==> src/sv/rbj_pkg.sv <==
package rbj_pkg;

    localparam int unsigned XLEN = 32;

    localparam logic [1:0] MODE_JALR   = 2'd0;
    localparam logic [1:0] MODE_BRANCH = 2'd1;
    localparam logic [1:0] MODE_JAL    = 2'd2;

    localparam logic [2:0] F3_BEQ  = 3'd0;
    localparam logic [2:0] F3_BNE  = 3'd1;
    localparam logic [2:0] F3_BLT  = 3'd4;
    localparam logic [2:0] F3_BGE  = 3'd5;
    localparam logic [2:0] F3_BLTU = 3'd6;
    localparam logic [2:0] F3_BGEU = 3'd7;

    localparam logic [1:0] EXC_NONE      = 2'd0;
    localparam logic [1:0] EXC_MISALIGN  = 2'd1;
    localparam logic [1:0] EXC_ILLEGAL   = 2'd2;

    // decoded word, first stage to second
    typedef struct packed {
        logic [1:0]      mode;
        logic [2:0]      funct3;
        logic [XLEN-1:0] base;
        logic [XLEN-1:0] offset;
        logic [XLEN-1:0] rs1;
        logic [XLEN-1:0] rs2;
        logic [XLEN-1:0] link_value;
        logic [XLEN-1:0] inst_word;
        logic [4:0]      dest_reg;
    } t_dec;

    // evaluated word, second stage to third
    typedef struct packed {
        logic            take;
        logic            link;
        logic            illegal;
        logic [XLEN-1:0] target;
        logic [XLEN-1:0] link_value;
        logic [XLEN-1:0] inst_word;
        logic [4:0]      dest_reg;
    } t_eval;

    // result word
    typedef struct packed {
        logic            redirect;
        logic [XLEN-1:0] target_pc;
        logic            link_write;
        logic [4:0]      link_reg;
        logic [XLEN-1:0] link_value;
        logic [1:0]      exc_code;
        logic [XLEN-1:0] exc_value;
    } t_res;

endpackage

==> src/sv/rbj_decode.sv <==
module rbj_decode
    import rbj_pkg::*;
(
    input  logic             i_clk,
    input  logic             i_rst_n,
    input  logic             i_valid,
    output logic             o_stall,
    input  logic [1:0]       i_mode,
    input  logic [2:0]       i_funct3,
    input  logic [11:0]      i_imm_i,
    input  logic [4:0]       i_imm_low5,
    input  logic [6:0]       i_imm_high7,
    input  logic [19:0]      i_imm_j,
    input  logic [4:0]       i_dest_reg,
    input  logic [XLEN-1:0]  i_pc_value,
    input  logic [XLEN-1:0]  i_rs1_value,
    input  logic [XLEN-1:0]  i_rs2_value,
    input  logic [XLEN-1:0]  i_inst_word,
    output logic             o_valid,
    input  logic             i_stall,
    output t_dec             o_dec
);

    logic            r_valid;
    t_dec            r_dec;
    t_dec            n_dec;
    logic [XLEN-1:0] imm_i_ext;
    logic [XLEN-1:0] imm_b_ext;
    logic [XLEN-1:0] imm_j_ext;

    assign o_stall = r_valid && i_stall;
    assign o_valid = r_valid;
    assign o_dec   = r_dec;

    assign imm_i_ext = {{(XLEN-12){i_imm_i[11]}}, i_imm_i};
    assign imm_b_ext = {{(XLEN-13){i_imm_high7[6]}}, i_imm_high7[6], i_imm_low5[0],
                        i_imm_high7[5:0], i_imm_low5[4:1], 1'b0};
    assign imm_j_ext = {{(XLEN-21){i_imm_j[19]}}, i_imm_j[19], i_imm_j[7:0], i_imm_j[8],
                        i_imm_j[18:9], 1'b0};

    always_comb begin
        n_dec            = '0;
        n_dec.mode       = i_mode;
        n_dec.funct3     = i_funct3;
        n_dec.rs1        = i_rs1_value;
        n_dec.rs2        = i_rs2_value;
        n_dec.link_value = i_pc_value + XLEN'(4);
        n_dec.inst_word  = i_inst_word;
        n_dec.dest_reg   = i_dest_reg;
        case (i_mode)
            MODE_JALR: begin
                n_dec.base   = i_rs1_value;
                n_dec.offset = imm_i_ext;
            end
            MODE_BRANCH: begin
                n_dec.base   = i_pc_value;
                n_dec.offset = imm_b_ext;
            end
            MODE_JAL: begin
                n_dec.base   = i_pc_value;
                n_dec.offset = imm_j_ext;
            end
            default: begin
                // unknown mode: target reads as zero
                n_dec.base   = '0;
                n_dec.offset = '0;
            end
        endcase
    end

    always_ff @(posedge i_clk) begin
        if (!i_rst_n) begin
            r_valid <= 1'b0;
        end else if (!o_stall) begin
            r_valid <= i_valid;
        end
    end

    always_ff @(posedge i_clk) begin
        if (i_valid && !o_stall) begin
            r_dec <= n_dec;
        end
    end

endmodule

==> src/sv/rbj_exec.sv <==
module rbj_exec
    import rbj_pkg::*;
(
    input  logic  i_clk,
    input  logic  i_rst_n,
    input  logic  i_valid,
    output logic  o_stall,
    input  t_dec  i_dec,
    output logic  o_valid,
    input  logic  i_stall,
    output t_eval o_eval
);

    logic            r_valid;
    t_eval           r_eval;
    t_eval           n_eval;
    logic [XLEN-1:0] sum;
    logic            eq;
    logic            lt_s;
    logic            lt_u;

    assign o_stall = r_valid && i_stall;
    assign o_valid = r_valid;
    assign o_eval  = r_eval;

    assign sum  = i_dec.base + i_dec.offset;
    assign eq   = (i_dec.rs1 == i_dec.rs2);
    assign lt_s = ($signed(i_dec.rs1) < $signed(i_dec.rs2));
    assign lt_u = (i_dec.rs1 < i_dec.rs2);

    always_comb begin
        n_eval            = '0;
        n_eval.target     = sum;
        n_eval.link_value = i_dec.link_value;
        n_eval.inst_word  = i_dec.inst_word;
        n_eval.dest_reg   = i_dec.dest_reg;
        case (i_dec.mode)
            MODE_JALR: begin
                n_eval.target = {sum[XLEN-1:1], 1'b0};
                n_eval.take   = 1'b1;
                n_eval.link   = 1'b1;
            end
            MODE_BRANCH: begin
                case (i_dec.funct3)
                    F3_BEQ:  n_eval.take = eq;
                    F3_BNE:  n_eval.take = !eq;
                    F3_BLT:  n_eval.take = lt_s;
                    F3_BGE:  n_eval.take = !lt_s;
                    F3_BLTU: n_eval.take = lt_u;
                    F3_BGEU: n_eval.take = !lt_u;
                    default: n_eval.illegal = 1'b1;
                endcase
            end
            MODE_JAL: begin
                n_eval.take = 1'b1;
                n_eval.link = 1'b1;
            end
            default: begin
                n_eval.illegal = 1'b1;
            end
        endcase
    end

    always_ff @(posedge i_clk) begin
        if (!i_rst_n) begin
            r_valid <= 1'b0;
        end else if (!o_stall) begin
            r_valid <= i_valid;
        end
    end

    always_ff @(posedge i_clk) begin
        if (i_valid && !o_stall) begin
            r_eval <= n_eval;
        end
    end

endmodule

==> src/sv/rbj_resolve.sv <==
module rbj_resolve
    import rbj_pkg::*;
(
    input  logic  i_clk,
    input  logic  i_rst_n,
    input  logic  i_valid,
    output logic  o_stall,
    input  t_eval i_eval,
    output logic  o_valid,
    input  logic  i_stall,
    output t_res  o_res
);

    logic r_valid;
    t_res r_res;
    t_res n_res;

    assign o_stall = r_valid && i_stall;
    assign o_valid = r_valid;
    assign o_res   = r_res;

    always_comb begin
        n_res            = '0;
        n_res.target_pc  = i_eval.target;
        n_res.link_reg   = i_eval.dest_reg;
        n_res.link_value = i_eval.link_value;
        n_res.exc_code   = EXC_NONE;
        if (i_eval.illegal) begin
            n_res.exc_code  = EXC_ILLEGAL;
            n_res.exc_value = i_eval.inst_word;
        end else if (i_eval.take) begin
            // a faulting transfer neither redirects nor links
            if (i_eval.target[1:0] != 2'b00) begin
                n_res.exc_code  = EXC_MISALIGN;
                n_res.exc_value = i_eval.target;
            end else begin
                n_res.redirect   = 1'b1;
                n_res.link_write = i_eval.link;
            end
        end
    end

    always_ff @(posedge i_clk) begin
        if (!i_rst_n) begin
            r_valid <= 1'b0;
        end else if (!o_stall) begin
            r_valid <= i_valid;
        end
    end

    always_ff @(posedge i_clk) begin
        if (i_valid && !o_stall) begin
            r_res <= n_res;
        end
    end

endmodule

==> src/sv/rv32i_branch_jump_unit.sv <==
// RV32I control-transfer unit for JALR, the six conditional branches and JAL. It takes one
// word per cycle and passes it through its pipeline stages: the first stage sign-extends
// the immediate and picks the base, the second does the 32-bit target add and the operand
// compares, the third resolves faults and holds the output word. Every stage has its own
// valid bit, and a stall on the output backs up through the stages without losing a word,
// so throughput stays at one word per cycle whenever the consumer keeps up. There is no
// state beyond the pipeline registers.
module rv32i_branch_jump_unit
    import rbj_pkg::*;
(
    input  logic            i_clk,
    input  logic            i_rst_n,
    input  logic            i_valid,
    output logic            o_stall,
    input  logic [1:0]      i_mode,
    input  logic [2:0]      i_funct3,
    input  logic [11:0]     i_imm_i,
    input  logic [4:0]      i_imm_low5,
    input  logic [6:0]      i_imm_high7,
    input  logic [19:0]     i_imm_j,
    input  logic [4:0]      i_dest_reg,
    input  logic [XLEN-1:0] i_pc_value,
    input  logic [XLEN-1:0] i_rs1_value,
    input  logic [XLEN-1:0] i_rs2_value,
    input  logic [XLEN-1:0] i_inst_word,
    output logic            o_valid,
    input  logic            i_stall,
    output logic            o_redirect,
    output logic [XLEN-1:0] o_target_pc,
    output logic            o_link_write,
    output logic [4:0]      o_link_reg,
    output logic [XLEN-1:0] o_link_value,
    output logic [1:0]      o_exc_code,
    output logic [XLEN-1:0] o_exc_value
);

    logic  dec_valid;
    logic  dec_stall;
    t_dec  dec;
    logic  exe_valid;
    logic  exe_stall;
    t_eval eval;
    t_res  res;

    rbj_decode u_decode (
        .i_clk       (i_clk),
        .i_rst_n     (i_rst_n),
        .i_valid     (i_valid),
        .o_stall     (o_stall),
        .i_mode      (i_mode),
        .i_funct3    (i_funct3),
        .i_imm_i     (i_imm_i),
        .i_imm_low5  (i_imm_low5),
        .i_imm_high7 (i_imm_high7),
        .i_imm_j     (i_imm_j),
        .i_dest_reg  (i_dest_reg),
        .i_pc_value  (i_pc_value),
        .i_rs1_value (i_rs1_value),
        .i_rs2_value (i_rs2_value),
        .i_inst_word (i_inst_word),
        .o_valid     (dec_valid),
        .i_stall     (dec_stall),
        .o_dec       (dec)
    );

    rbj_exec u_exec (
        .i_clk   (i_clk),
        .i_rst_n (i_rst_n),
        .i_valid (dec_valid),
        .o_stall (dec_stall),
        .i_dec   (dec),
        .o_valid (exe_valid),
        .i_stall (exe_stall),
        .o_eval  (eval)
    );

    rbj_resolve u_resolve (
        .i_clk   (i_clk),
        .i_rst_n (i_rst_n),
        .i_valid (exe_valid),
        .o_stall (exe_stall),
        .i_eval  (eval),
        .o_valid (o_valid),
        .i_stall (i_stall),
        .o_res   (res)
    );

    assign o_redirect   = res.redirect;
    assign o_target_pc  = res.target_pc;
    assign o_link_write = res.link_write;
    assign o_link_reg   = res.link_reg;
    assign o_link_value = res.link_value;
    assign o_exc_code   = res.exc_code;
    assign o_exc_value  = res.exc_value;

endmodule

==> config.mk <==
export PLATFORM = sky130hd
export DESIGN_NAME = rv32i_branch_jump_unit
export DESIGN_NICKNAME = d
export VERILOG_FILES = /design/src/sv/rbj_pkg.sv /design/src/sv/rbj_decode.sv /design/src/sv/rbj_exec.sv /design/src/sv/rbj_resolve.sv /design/src/sv/rv32i_branch_jump_unit.sv
export SDC_FILE = /design/constraint.sdc
export NUM_CORES = 1
export LEC_CHECK = 0
export CAP_MARGIN = 20
export CELL_PAD_IN_SITES_DETAIL_PLACEMENT = 0
export CELL_PAD_IN_SITES_GLOBAL_PLACEMENT = 1
export CORE_MARGIN = 8
export CORE_UTILIZATION = 56
export CTS_CLUSTER_SIZE = 40
export DETAILED_ROUTE_END_ITERATION = 8
export DONT_BUFFER_PORTS = 1
export HOLD_SLACK_MARGIN = 0.03
export PLACE_DENSITY = 0.8
export SYNTH_ARGS = -nofsm -noshare
export SYNTH_HDL_FRONTEND = slang
export SYNTH_SLANG_ARGS = --single-unit
==> constraint.sdc <==
create_clock -name i_clk -period 22.8 [get_ports i_clk]
set_input_delay 5.7 -clock i_clk [delete_from_list [all_inputs] [get_ports i_clk]]
set_output_delay 5.7 -clock i_clk [all_outputs]
set_load 0.1 [all_outputs]
==> flow_summary.json <==
{
  "status": "finished, final reports clean",
  "syn_area_sq_um": 16300,
  "nets": 1305,
  "critPathKind": "in2out",
  "fin_crit_ns": 12.51,
  "final_util_pct": 63.8,
  "antenna_found_initial": 7,
  "grtUsageTotal_pct": 18.5,
  "whs_ns": 0.412,
  "synthAdderAreaFrac_pct": 5.03,
  "dp_hpwl_um": 23100,
  "maxCapViolCount": 0,
  "fin_total_pwr_mw": 1.83,
  "drt-initial-drc-count": 586,
  "clk_pin_slew_ns": 0.06,
  "critPathMaxFanout": 3,
  "synth-seq-area-share_pct": 73.9,
  "fmax_mhz": 79.9,
  "grt_pass1_wl_um": 50300,
  "worstPathCellList": "and3_1 > and2_1",
  "final.setup.tns_ns": 0,
  "instances_no_fill": 1471,
  "drtPass1Iterations": 5,
  "grt_pass1_vias": 8440,
  "setup-violations-final": 0,
  "hold_viol": 0,
  "timing.rr.start": "u_resolve.o_valid",
  "powerDensity_nw_per_um2": 99.8,
  "period_share_pct": 54.9,
  "via_per_inst": 5.74,
  "insertion_delay_ns": 0.53,
  "postSynth.asyncResetShare_pct": 0,
  "cp_num_buf_inv": 0,
  "drcViolationCount": 0,
  "ios": 293,
  "reg2reg_depth": 4,
  "fin_skew_ns": 0.0203,
  "ys_ff_latch": 403,
  "n_fill_cell": 2042,
  "synth_edf_count": 400,
  "cts_buffers": 41,
  "finalWirelength_um": 33100,
  "ant_nets": 0,
  "die_height_um": 187,
  "synthesis.instances": 1029,
  "die_area_sq_um": 34900,
  "die_w_um": 187,
  "yosys_most_used_dff": "edfxtp_1",
  "cp.required_ns": 17.10,
  "cp-end-kind": "output pin",
  "final_cell_mix": "edfxtp_1 (400), ha_1 (64), a22o_1 (60)",
  "rsz0062_at_grt": "no",
  "synth.area.mux_share_pct": 0.927,
  "max_stage_delay_ns": 0.89,
  "cts_tree": "done",
  "cts_setup_buffers": 0,
  "grt_overflow": 0,
  "via_count": 8450,
  "num_rows": 62,
  "mostFrequentLayoutCell": "edfxtp_1",
  "worstSetupStartpointType": "input port",
  "io_buffers": 0,
  "slew_headroom_pct": 21.9,
  "synthDistinctLibCells": 61,
  "reg2reg_slack_ns": 19.35,
  "drv_slew": 0,
  "core_area_sq_um": 28700,
  "hold_path.startpoint": "u_decode.o_dec[46]",
  "layout-drive-gt1-share_pct": 8.47,
  "ys_warn_count": 0,
  "hold_buffers": 0,
  "cts_resized": 0,
  "grt_max_degree": 192,
  "r2r-end": "u_decode.o_dec[194]",
  "synth_compound_area_share_pct": 9.76,
  "tightest_slew_ns": 1.17,
  "clock_path_buffers": 3,
  "gp_congestion": 0.814,
  "cp.arrival_ns": 6.81,
  "initial_core_util_pct": 56.9,
  "critical-path-top-delay-family": "simple AND/OR/NAND/NOR gates",
  "synth-simple-area-share_pct": 5.81,
  "min_to": "u_exec.o_eval[46]",
  "cts_root_buf": "clkbuf_16",
  "hold-path-cell-count": 0,
  "cpMaxStageDelayCell": "and2_1",
  "areaGrowthSynthToFinish_pct": 12.1,
  "synth_nets": 1280,
  "yosys.area_share.xor_xnor_pct": 2.73,
  "ir_drop_uv": 68.6,
  "hold_class": "reg2reg",
  "htree_levels": 2,
  "p_leak_nw": 6.64,
  "synth_top_family_by_area": "compound AO/OA/AOI/OAI gates",
  "cts.sinks": 403,
  "syn_area_per_cell_sq_um": 15.9,
  "place_inst": 1394,
  "routedWlPerCell_um": 22.5
}
through the flow:
step	setup WS [ns]	cell area [sq um]
final	10.29	18300
after CTS	10.28	18300
after floorplan	7.14	16300
after global routing	10.25	18300
after global placement	10.29	16800
after detailed placement	10.28	16800
report_power, final:
group          internal [mW]  switching (mW)
Clock                  0.449           0.269
Sequential             0.883          0.0628
Combinational         0.0658          0.0963
layer usage:
metal / vias up / wire [um] / GRT usage (%)
met5: - / 80 / 0
met4: 12 / 502 / 4.18
met3: 56 / 3270 / 7.01
met2: 301 / 15500 / 29.3
met1: 4067 / 13800 / 24.1
li1: 4014 / - / -
registers in the layout, indices dropped and copies added (netlist names):
signal             count
u_decode.o_dec       191
u_decode.o_valid       1
u_exec.o_eval        104
u_exec.o_valid         1
u_resolve.o_res      105
u_resolve.o_valid      1
cell families (layout without fill, tap and decap cells):
| kind of cell | Yosys count | in the layout |
|---|---|---|
| muxes | 15 | 15 |
| DFF | 403 | 403 |
| and+or+nand+nor | 192 | 192 |
| adders and majority gates | 65 | 65 |
| buffers and inverters | 76 | 133 |
| xor gates and xnor gates | 51 | 51 |
| other | 0 | 1 |
| AOI/OAI and AO/OA | 227 | 227 |
layout make-up:
type	count	area, sq um	share of cell area, %
flip-flops and latches	403	12100	65.9
multi-input cells	550	4000	21.9
clock buffers	52	1110	6.06
well taps	384	480	2.62
clock inverters	23	363	1.98
inverters	49	184	1.00
repair buffers	9	92.6	0.506
diodes	1	2.50	0.0137
worst max path at each step:
stage          slack [ns]                end  cells after the start  startpoint
2_1_floorplan        7.14  u_decode.o_dec[0]                      3     i_stall
3_5_place_dp        10.28            o_stall                      2     i_stall
5_1_grt             10.25            o_stall                      2     i_stall
4_1_cts             10.28            o_stall                      2     i_stall
6_report            10.29            o_stall                      2     i_stall
3_3_place_gp        10.29            o_stall                      2     i_stall
cells in the mapped netlist, types with 2 or more instances:
master     instances  share of area, %
edfxtp_1         400                74
ha_1              64               4.9
a22o_1            60               3.2
nor2_1            53               1.2
nand2_1           52               1.2
inv_1             49               1.1
a21oi_1           44               1.3
o21ai_0           41               1.3
xnor2_1           31               1.7
a21o_1            25               1.1
clkbuf_1          20              0.46
xor2_1            20               1.1
nand3_1           15              0.46
mux2i_1           14              0.86
nand4_1           13              0.50
nor3_1            12              0.37
o21a_1            12              0.55
nor2b_1           10              0.38
a211oi_1           9              0.41
and3_1             9              0.34
nand2b_1           7              0.27
or3_1              6              0.23
and2_1             5              0.19
a21boi_0           4              0.18
o21ai_1            4              0.12
a21boi_1           3              0.14
buf_2              3             0.092
dfxtp_1            3              0.37
o211ai_1           3              0.14
a211oi_2           2              0.15
clkbuf_2           2             0.061
nor2_4             2              0.14
o2111ai_1          2              0.11
o311ai_0           2              0.11
o31ai_1            2             0.092
Power figures use the tool's default switching activity.
